==> config.mk <==
export PLATFORM = sky130hd
export DESIGN_NAME = stable_sorted_priority_queue_top
export DESIGN_NICKNAME = d
export VERILOG_FILES = /design/src/sspq_pkg.sv /design/src/sspq_ram.sv /design/src/stable_sorted_priority_queue_top.sv
export VERILOG_INCLUDE_DIRS = /design/src /design/src/src
export SDC_FILE = /design/constraint.sdc
export NUM_CORES = 2
export LEC_CHECK = 0
export ABC_AREA = 1
export BUFFER_PORTS_ARGS = -buffer_cell sky130_fd_sc_hd__buf_2
export CAP_MARGIN = 10
export CELL_PAD_IN_SITES_DETAIL_PLACEMENT = 0
export CELL_PAD_IN_SITES_GLOBAL_PLACEMENT = 1
export CORE_AREA = 3 3 354 356
export DETAILED_ROUTE_END_ITERATION = 10
export DIE_AREA = 0 0 357 359
export PLACE_DENSITY = 0.76
export SYNTH_ARGS = -nofsm -noshare
export SYNTH_HDL_FRONTEND = slang
export SYNTH_SLANG_ARGS = --single-unit
export TNS_END_PERCENT = 100
==> constraint.sdc <==
create_clock -name clock -period 6.15 [get_ports clock]
set_input_delay 1.23 -clock clock [delete_from_list [all_inputs] [get_ports clock]]
set_output_delay 1.23 -clock clock [all_outputs]
set_load 0.05 [all_outputs]
==> src/stable_sorted_priority_queue_top_assert.svh <==
// Assertion macros for the sorted priority queue.
// Depends on nothing; included by the top level only.
`ifndef STABLE_SORTED_PRIORITY_QUEUE_TOP_ASSERT_SVH
`define STABLE_SORTED_PRIORITY_QUEUE_TOP_ASSERT_SVH

`ifndef SYNTHESIS

// Check that a property holds at every clock edge outside reset
`define SSPQ_ASSERT(name, clk, rst, prop, msg) \
   name: assert property (@(posedge clk) disable iff (rst) prop) else $error(msg);

// Check that a condition never holds outside reset
`define SSPQ_NEVER(name, clk, rst, cond, msg) \
   name: assert property (@(posedge clk) disable iff (rst) !(cond)) else $error(msg);

`else

`define SSPQ_ASSERT(name, clk, rst, prop, msg)
`define SSPQ_NEVER(name, clk, rst, cond, msg)

`endif

`endif

==> src/sspq_pkg.sv <==
// Types and codes shared by the sorted priority queue top level and its testbench.
// Depends on nothing.
`timescale 1ns / 1ps
`default_nettype none

package sspq_pkg;

   localparam int KEY_W  = 32;
   localparam int PRIO_W = 32;
   localparam int STAT_W = 2;
   localparam int OCC_W  = 5;

   // Operation codes on req_func
   localparam logic FUNC_ENQ = 1'b0;
   localparam logic FUNC_DEQ = 1'b1;

   // Result status codes
   localparam logic [STAT_W-1:0] STAT_DONE  = 2'd0;
   localparam logic [STAT_W-1:0] STAT_EMPTY = 2'd1;
   localparam logic [STAT_W-1:0] STAT_FULL  = 2'd2;

   // One stored entry as held in the RAM
   typedef struct packed {
      logic [KEY_W-1:0]  key;
      logic [PRIO_W-1:0] prio;
   } entry_type;

   typedef enum logic [1:0] {
      ST_IDLE,
      ST_ENQ_CMP,
      ST_ENQ_PUT,
      ST_DEQ
   } state_type;

endpackage

`default_nettype wire

==> src/sspq_ram.sv <==
// Generic simple dual-port RAM: one write port, one registered read port.
// Depends on nothing.
`timescale 1ns / 1ps
`default_nettype none

module sspq_ram #(
   parameter int WIDTH = 64,
   parameter int DEPTH = 16
) (
   input  wire logic                     clock,
   input  wire logic                     wr_en,
   input  wire logic [$clog2(DEPTH)-1:0] wr_addr,
   input  wire logic [WIDTH-1:0]         wr_data,
   input  wire logic                     rd_en,
   input  wire logic [$clog2(DEPTH)-1:0] rd_addr,
   output logic      [WIDTH-1:0]         rd_data
);

   logic [WIDTH-1:0] mem_ff [DEPTH];
   logic [WIDTH-1:0] rd_data_ff;

   // Write and registered read
   always_ff @(posedge clock) begin
      if (wr_en) begin
         mem_ff[wr_addr] <= wr_data;
      end
      if (rd_en) begin
         rd_data_ff <= mem_ff[rd_addr];
      end
   end

   assign rd_data = rd_data_ff;

endmodule

`default_nettype wire

==> src/stable_sorted_priority_queue_top.sv <==
// Top level of the stable sorted priority queue.
// Depends on sspq_pkg, sspq_ram and stable_sorted_priority_queue_top_assert.svh.
`timescale 1ns / 1ps
`default_nettype none
`include "stable_sorted_priority_queue_top_assert.svh"

// Usage
//   A request beat is taken at a rising edge with start high and busy low.
//   req_func selects enqueue (key and priority) or dequeue of the entry with
//   the smallest priority; equal priorities leave in arrival order.
//   Each request gives one result beat: rsp_valid is high for one cycle with
//   status, the removed key and priority (zero unless a dequeue succeeded)
//   and the occupancy after the operation. The receiver cannot stall.
//   Entries sit in one RAM (registered read port) as a circular buffer.
//   Steps from the accepting edge to the result beat:
//     dequeue of an empty queue, enqueue into a full or empty queue: result at once
//     dequeue: one RAM read of the head entry, then the result
//     enqueue: stored entries are compared, walking from the
//       tail one RAM read a cycle and moving each larger one up a place;
//       one more step writes the new entry when it lands at the front.
//   busy is high from the cycle after acceptance until the result cycle, so a
//   new request may be taken in the cycle its predecessor's result is shown.
//   Reset empties the queue; RAM contents are not cleared and need no pass.
module stable_sorted_priority_queue_top #(
   parameter int CAPACITY = 16
) (
   input  wire logic                               clock,
   input  wire logic                               reset,
   input  wire logic                               start,
   output logic                                    busy,
   input  wire logic                               req_func,
   input  wire logic signed [sspq_pkg::KEY_W-1:0]  req_entry_key,
   input  wire logic signed [sspq_pkg::PRIO_W-1:0] req_entry_priority,
   output logic                                    rsp_valid,
   output logic        [sspq_pkg::STAT_W-1:0]      rsp_status,
   output logic signed [sspq_pkg::KEY_W-1:0]       rsp_out_key,
   output logic signed [sspq_pkg::PRIO_W-1:0]      rsp_out_priority,
   output logic        [sspq_pkg::OCC_W-1:0]       rsp_occupancy
);

   import sspq_pkg::*;

   localparam int AW = $clog2(CAPACITY);
   localparam int CW = $clog2(CAPACITY + 1);
   localparam int EW = $bits(entry_type);
   localparam logic [AW-1:0] LAST_IDX = AW'(CAPACITY - 1);
   localparam logic [CW-1:0] FULL_CNT = CW'(CAPACITY);

   // Circular index step with wrap at CAPACITY
   function automatic logic [AW-1:0] idx_inc(input logic [AW-1:0] i);
      return (i == LAST_IDX) ? '0 : i + AW'(1);
   endfunction

   function automatic logic [AW-1:0] idx_dec(input logic [AW-1:0] i);
      return (i == '0) ? LAST_IDX : i - AW'(1);
   endfunction

   state_type           state_ff, state_in;
   logic [AW-1:0]       head_ff, head_in;
   logic [AW-1:0]       tail_ff, tail_in;
   logic [CW-1:0]       count_ff, count_in;
   logic [AW-1:0]       hole_ff, hole_in;
   logic [AW-1:0]       scan_ff, scan_in;
   logic [CW-1:0]       left_ff, left_in;
   entry_type           pend_ff, pend_in;

   logic                rsp_valid_ff, rsp_valid_in;
   logic [STAT_W-1:0]   rsp_status_ff, rsp_status_in;
   logic [KEY_W-1:0]    rsp_key_ff, rsp_key_in;
   logic [PRIO_W-1:0]   rsp_prio_ff, rsp_prio_in;
   logic [OCC_W-1:0]    rsp_occ_ff, rsp_occ_in;

   logic                ram_wr_en;
   logic [AW-1:0]       ram_wr_addr;
   entry_type           ram_wr_entry;
   logic                ram_rd_en;
   logic [AW-1:0]       ram_rd_addr;
   logic [EW-1:0]       ram_rd_data;
   entry_type           rd_entry;
   logic                accept;

   assign rd_entry = entry_type'(ram_rd_data);
   assign accept   = start && (state_ff == ST_IDLE);

   // Entry store
   sspq_ram #(
      .WIDTH (EW),
      .DEPTH (CAPACITY)
   ) u_ram (
      .clock   (clock),
      .wr_en   (ram_wr_en),
      .wr_addr (ram_wr_addr),
      .wr_data (EW'(ram_wr_entry)),
      .rd_en   (ram_rd_en),
      .rd_addr (ram_rd_addr),
      .rd_data (ram_rd_data)
   );

   // Control and payload registers
   always_ff @(posedge clock) begin
      if (reset) begin
         state_ff     <= ST_IDLE;
         head_ff      <= '0;
         tail_ff      <= '0;
         count_ff     <= '0;
         rsp_valid_ff <= 1'b0;
      end else begin
         state_ff     <= state_in;
         head_ff      <= head_in;
         tail_ff      <= tail_in;
         count_ff     <= count_in;
         rsp_valid_ff <= rsp_valid_in;
      end
      hole_ff       <= hole_in;
      scan_ff       <= scan_in;
      left_ff       <= left_in;
      pend_ff       <= pend_in;
      rsp_status_ff <= rsp_status_in;
      rsp_key_ff    <= rsp_key_in;
      rsp_prio_ff   <= rsp_prio_in;
      rsp_occ_ff    <= rsp_occ_in;
   end

   // Next state, RAM accesses and result beat
   always_comb begin
      state_in      = state_ff;
      head_in       = head_ff;
      tail_in       = tail_ff;
      count_in      = count_ff;
      hole_in       = hole_ff;
      scan_in       = scan_ff;
      left_in       = left_ff;
      pend_in       = pend_ff;
      rsp_valid_in  = 1'b0;
      rsp_status_in = STAT_DONE;
      rsp_key_in    = '0;
      rsp_prio_in   = '0;
      ram_wr_en     = 1'b0;
      ram_wr_addr   = hole_ff;
      ram_wr_entry  = pend_ff;
      ram_rd_en     = 1'b0;
      ram_rd_addr   = scan_ff;

      unique case (state_ff)
         ST_IDLE: begin
            if (accept) begin
               pend_in.key  = req_entry_key;
               pend_in.prio = req_entry_priority;
               if (req_func == FUNC_DEQ) begin
                  if (count_ff == '0) begin
                     // Empty: report at once
                     rsp_valid_in  = 1'b1;
                     rsp_status_in = STAT_EMPTY;
                  end else begin
                     ram_rd_en   = 1'b1;
                     ram_rd_addr = head_ff;
                     state_in    = ST_DEQ;
                  end
               end else if (count_ff == FULL_CNT) begin
                  // Full: drop the entry
                  rsp_valid_in  = 1'b1;
                  rsp_status_in = STAT_FULL;
               end else if (count_ff == '0) begin
                  // Empty: write straight at the tail
                  ram_wr_en          = 1'b1;
                  ram_wr_addr        = tail_ff;
                  ram_wr_entry.key   = req_entry_key;
                  ram_wr_entry.prio  = req_entry_priority;
                  tail_in            = idx_inc(tail_ff);
                  count_in           = count_ff + CW'(1);
                  rsp_valid_in       = 1'b1;
               end else begin
                  // Start walking back from the last stored entry
                  ram_rd_en   = 1'b1;
                  ram_rd_addr = idx_dec(tail_ff);
                  hole_in     = tail_ff;
                  scan_in     = idx_dec(tail_ff);
                  left_in     = count_ff;
                  state_in    = ST_ENQ_CMP;
               end
            end
         end

         ST_ENQ_CMP: begin
            if ($signed(rd_entry.prio) > $signed(pend_ff.prio)) begin
               // Move the larger entry up into the hole
               ram_wr_en    = 1'b1;
               ram_wr_addr  = hole_ff;
               ram_wr_entry = rd_entry;
               hole_in      = scan_ff;
               left_in      = left_ff - CW'(1);
               if (left_ff == CW'(1)) begin
                  state_in = ST_ENQ_PUT;
               end else begin
                  ram_rd_en   = 1'b1;
                  ram_rd_addr = idx_dec(scan_ff);
                  scan_in     = idx_dec(scan_ff);
               end
            end else begin
               // Found the place: drop the new entry into the hole
               ram_wr_en    = 1'b1;
               ram_wr_addr  = hole_ff;
               tail_in      = idx_inc(tail_ff);
               count_in     = count_ff + CW'(1);
               rsp_valid_in = 1'b1;
               state_in     = ST_IDLE;
            end
         end

         ST_ENQ_PUT: begin
            // New entry goes to the front
            ram_wr_en    = 1'b1;
            ram_wr_addr  = hole_ff;
            tail_in      = idx_inc(tail_ff);
            count_in     = count_ff + CW'(1);
            rsp_valid_in = 1'b1;
            state_in     = ST_IDLE;
         end

         ST_DEQ: begin
            // Head entry is on the read port: hand it out and advance
            rsp_valid_in = 1'b1;
            rsp_key_in   = rd_entry.key;
            rsp_prio_in  = rd_entry.prio;
            head_in      = idx_inc(head_ff);
            count_in     = count_ff - CW'(1);
            state_in     = ST_IDLE;
         end

         default: begin
            state_in = ST_IDLE;
         end
      endcase

      rsp_occ_in = OCC_W'(count_in);
   end

   assign busy             = (state_ff != ST_IDLE);
   assign rsp_valid        = rsp_valid_ff;
   assign rsp_status       = rsp_status_ff;
   assign rsp_out_key      = rsp_key_ff;
   assign rsp_out_priority = rsp_prio_ff;
   assign rsp_occupancy    = rsp_occ_ff;

   // Checks on occupancy bookkeeping and the insertion walk
   `SSPQ_NEVER(a_count_bound, clock, reset, count_ff > FULL_CNT, "count above capacity")
   `SSPQ_NEVER(a_busy_nonempty, clock, reset, busy && (count_ff == '0), "busy on empty store")
   `SSPQ_NEVER(a_walk_left, clock, reset, (state_ff == ST_ENQ_CMP) && (left_ff == '0), "walk past head")
   `SSPQ_ASSERT(a_full_occ, clock, reset, (rsp_valid && (rsp_status == STAT_FULL)) |-> (rsp_occupancy == OCC_W'(CAPACITY)), "full beat with wrong occupancy")
   `SSPQ_ASSERT(a_deq_shrinks, clock, reset, (state_ff == ST_DEQ) |=> (count_ff == $past(count_ff) - CW'(1)), "dequeue did not shrink count")

endmodule

`default_nettype wire

==> impl_results.rst <==
.. list-table::
   :header-rows: 1

   * - Metric
     - Value
   * - Cell count of the worst reg-to-reg path
     - 15
   * - Worst reg2reg setup slack
     - approximately 1.3 ns
   * - Post-Synthesis Cell Area
     - about 55000 sq um
   * - Start of the worst register-to-register path
     - u_ram.rd_data[31]
   * - Yosys reg bits
     - around 1300
   * - Total Wirelength
     - around 150000 um
   * - Clock Path Buffers
     - 3
   * - Relative max-transition margin
     - roughly 15%
   * - Commonest cells post-synth
     - sky130_fd_sc_hd__nand3_1, sky130_fd_sc_hd__edfxtp_1, sky130_fd_sc_hd__nand2_1, sky130_fd_sc_hd__inv_1, sky130_fd_sc_hd__buf_2
   * - IO Pins
     - between 100 and 150
   * - Number of sinks driven by the clock tree
     - around 1300
   * - 1st-pass router iterations
     - 6
   * - Async S/R FF share, synth
     - 0%
   * - Synthesized area per cell
     - between 10 and 15 sq um
   * - Setup Viol. Count Final
     - 0
   * - Placer's final routability congestion estimate
     - between 0.7 and 0.8
   * - Launching element of the worst setup path
     - u_ram.rd_data[31]
   * - Port-buffer cells
     - 140
   * - Cell area after placement
     - between 50000 and 60000 sq um
   * - Fillers
     - between 10000 and 15000
   * - Floorplan row count
     - roughly 130
   * - Cells resized by post-CTS repair
     - 0
   * - Multi-input gate area in the final layout
     - 13900 sq um
   * - DIE HEIGHT
     - around 360 um
   * - Warnings, synthesis
     - 0
   * - Final net count
     - about 5400
   * - Final HPWL from detailed placement
     - 78400 um
   * - Initial DRC Count
     - 4628
   * - Total gr overflow
     - 0
   * - Post-synth EDFFs
     - 1165
   * - Die width
     - roughly 360 um
   * - Initial antenna violation count
     - 2
   * - Vias in the first global route
     - ~36000
   * - DR vias/cell
     - between 5 and 6
   * - Global-route usage over all layers
     - about a quarter
   * - Primary flip-flop cell chosen by synthesis mapping
     - sky130_fd_sc_hd__edfxtp_1
   * - CTS Buf Count
     - approximately 140
   * - Worst slack at placement
     - ~1.3 ns
   * - Share of the synthesized area in the top cell type
     - a little under two thirds
   * - Crit Path Max Fanout
     - 39
   * - Routed Antenna Nets
     - 0
   * - Number of hold-repair buffers added at the cts stage
     - 0
   * - Crit path capture
     - u_ram.rd_data[20]
   * - Worst setup EP type
     - flop
   * - Final max-slew violation count
     - 0
   * - Sum of negative setup slack
     - 0 ns
   * - RSZ-0062 raised after global routing
     - false
   * - Final worst setup slack
     - around 1.3 ns
   * - Clock insertion delay at the later pin of the skew report
     - between 0.7 and 0.8 ns
   * - Setup fix buffers added after clock tree synthesis
     - 0
   * - Worst slew pin tran
     - between 1 and 1.5 ns
   * - Yosys top cell by area
     - sky130_fd_sc_hd__edfxtp_1
   * - Maximum number of pins on one net before global-route repair
     - 231
   * - Part of the Yosys area used for sequential elements
     - approximately two thirds
   * - Largest cells by area after synthesis
     - sky130_fd_sc_hd__edfxtp_1, sky130_fd_sc_hd__nand3_1, sky130_fd_sc_hd__nand2_1
   * - Std-Cell Core Area
     - ~120000 sq um
   * - Worst-case clock skew
     - between 0.03 and 0.04 ns
   * - Wire length of the first global-routing pass
     - 230000 um
   * - Area growth syn-to-layout
     - 12.2%
   * - Count of unresolved DRC violations after routing
     - 0
   * - Design Area, Final
     - around 60000 sq um
   * - Endpoint required time on the critical path
     - about 6.7 ns
   * - Post-synthesis net count
     - ~5300
   * - Highest clock frequency the design can meet
     - approximately 210 MHz
   * - Classification of the worst setup path
     - reg2reg
   * - Critical path launch point type
     - flop
   * - Register Area
     - between 30000 and 40000 sq um
   * - Final Hold Viols
     - 0
   * - Cell with the most instances after synthesis
     - sky130_fd_sc_hd__nand3_1
   * - Result of the run
     - complete, no violations
   * - Maximum level of the CTS H-tree
     - 4
   * - Hold Crit Class
     - reg2reg
   * - Minimum period implied by the final worst setup slack
     - ~4.8 ns
   * - Tcrit/Tclk final
     - approximately 80%
   * - End of the worst register-to-register path
     - u_ram.rd_data[20]
   * - Effective utilization at floorplan
     - 45.1%
   * - Root buf cell
     - sky130_fd_sc_hd__clkbuf_16
   * - Clock slew seen by the registers of the worst setup and hold paths
     - approximately 0.06 ns
   * - Post-DR wirelength/cell
     - between 20 and 25 um
   * - Max-cap violation count
     - 0
   * - Synthesized instance count
     - roughly 5200
   * - Worst Path Arrival
     - ~5.4 ns
   * - Clock tree from TritonCTS
     - yes
   * - Fraction of layout cells with a size suffix above 1
     - a little under a tenth
   * - Unique cell type count in the Yosys netlist
     - 42
   * - Die area
     - 128000 sq um
   * - Routed via count
     - ~38000
## worst max-delay path, cell delays in order, from the launching register on
cell and delay [ns]:
sky130_fd_sc_hd__edfxtp_1 0.55, sky130_fd_sc_hd__ha_1 0.45, sky130_fd_sc_hd__nand2_1 0.12, sky130_fd_sc_hd__nor2_2 0.14, sky130_fd_sc_hd__nand2_1 0.10, sky130_fd_sc_hd__nor4_2 0.35
sky130_fd_sc_hd__nand4_1 0.29, sky130_fd_sc_hd__nand3_2 0.21, sky130_fd_sc_hd__inv_2 0.07, sky130_fd_sc_hd__o21ai_0 0.15, sky130_fd_sc_hd__nand2_1 0.10, sky130_fd_sc_hd__a22oi_2 0.27
sky130_fd_sc_hd__buf_4 0.73, sky130_fd_sc_hd__buf_4 0.61, sky130_fd_sc_hd__nand3_1 0.16, sky130_fd_sc_hd__nand2_1 0.28
## registers in the layout (all words and copies together) (netlist names), 5 cells and up
| signal | cells |
|---|---|
| rsp_occupancy | 5 |
| u_ram.rd_data | 64 |
| u_ram.mem_ff | 1024 |
| pend_ff | 64 |
| left_ff | 5 |
| rsp_out_key | 32 |
| count_ff | 5 |
| rsp_out_priority | 32 |
## area by class of cell
| type | count | share of cell area (%) |
|---|---|---|
| Tap cell | 1625 | 3.29 |
| Timing Repair Buffer | 254 | 3.07 |
| Multi-Input combinational cell | 2823 | 22.5 |
| Sequential cell | 1252 | 59.4 |
| Clock buffer | 188 | 6.14 |
| Clock inverter | 60 | 0.701 |
| Inverter | 797 | 4.86 |
| Antenna cell | 1 | 0.00405 |
## worst min path at each step
stage,startpoint,to,cells after the start
after floorplan,u_ram.rd_data[0],rsp_out_priority[0],2
after global placement,u_ram.rd_data[35],rsp_out_key[3],2
after detailed placement,u_ram.rd_data[35],rsp_out_key[3],2
after CTS,head_ff[3],head_ff[3],2
after global routing,head_ff[3],head_ff[3],2
final,head_ff[3],head_ff[3],2
## metrics by stage
step / std cells / util, % / hold slack [ns]
2_1_floorplan: 5187 / - / 0.432
5_1_grt: 6999 / 50.6 / 0.507
3_5_place_dp: 6738 / 47.1 / 0.447
4_1_cts: 6986 / 50.5 / 0.483
6_report: 7000 / 50.6 / 0.488
3_3_place_gp: 6736 / 47.1 / 0.466
## cell families after synthesis
logic type,after synthesis,share of synthesized area [%]
AO/OA/AOI/OAI,235,2.62
XOR/XNOR,9,0.143
adder cells (fa/ha/maj),46,1.05
buffers and inverters,1112,8.50
flip-flops,1252,66.7
AND/OR/NAND/NOR,2533,21.0
## per-layer routing
metal  vias up  global-route usage [%]  share of wire (%)
met2      1571                    37.3                 46
met5         -                       0             0.0084
met3       244                    3.98                8.3
met4         2                    5.98                2.1
li1      17700                       -                  -
met1     18600                    34.2                 43
## placed cells by master, fill, tap and decap left out, types with 18 or more instances in the layout
master,netlist,final
sky130_fd_sc_hd__clkinv_1,3,26
sky130_fd_sc_hd__ha_1,46,44
sky130_fd_sc_hd__edfxtp_1,1165,1165
sky130_fd_sc_hd__clkbuf_16,0,142
sky130_fd_sc_hd__buf_4,18,86
sky130_fd_sc_hd__a21oi_1,39,39
sky130_fd_sc_hd__o221ai_1,34,29
sky130_fd_sc_hd__nor2_1,114,96
sky130_fd_sc_hd__nand3_1,1173,1172
sky130_fd_sc_hd__clkbuf_1,96,39
sky130_fd_sc_hd__o211ai_1,36,36
sky130_fd_sc_hd__nand2_1,1095,1093
sky130_fd_sc_hd__o21ai_0,105,104
sky130_fd_sc_hd__inv_1,789,785
sky130_fd_sc_hd__nor2_4,0,18
sky130_fd_sc_hd__dfxtp_1,87,87
sky130_fd_sc_hd__buf_2,159,140
sky130_fd_sc_hd__nand3b_1,129,129
sky130_fd_sc_hd__buf_12,0,27
sky130_fd_sc_hd__clkinv_2,1,26
Power is not shown: default switching activity piles up to over one toggle a cycle in this logic, so the estimate is an artifact.
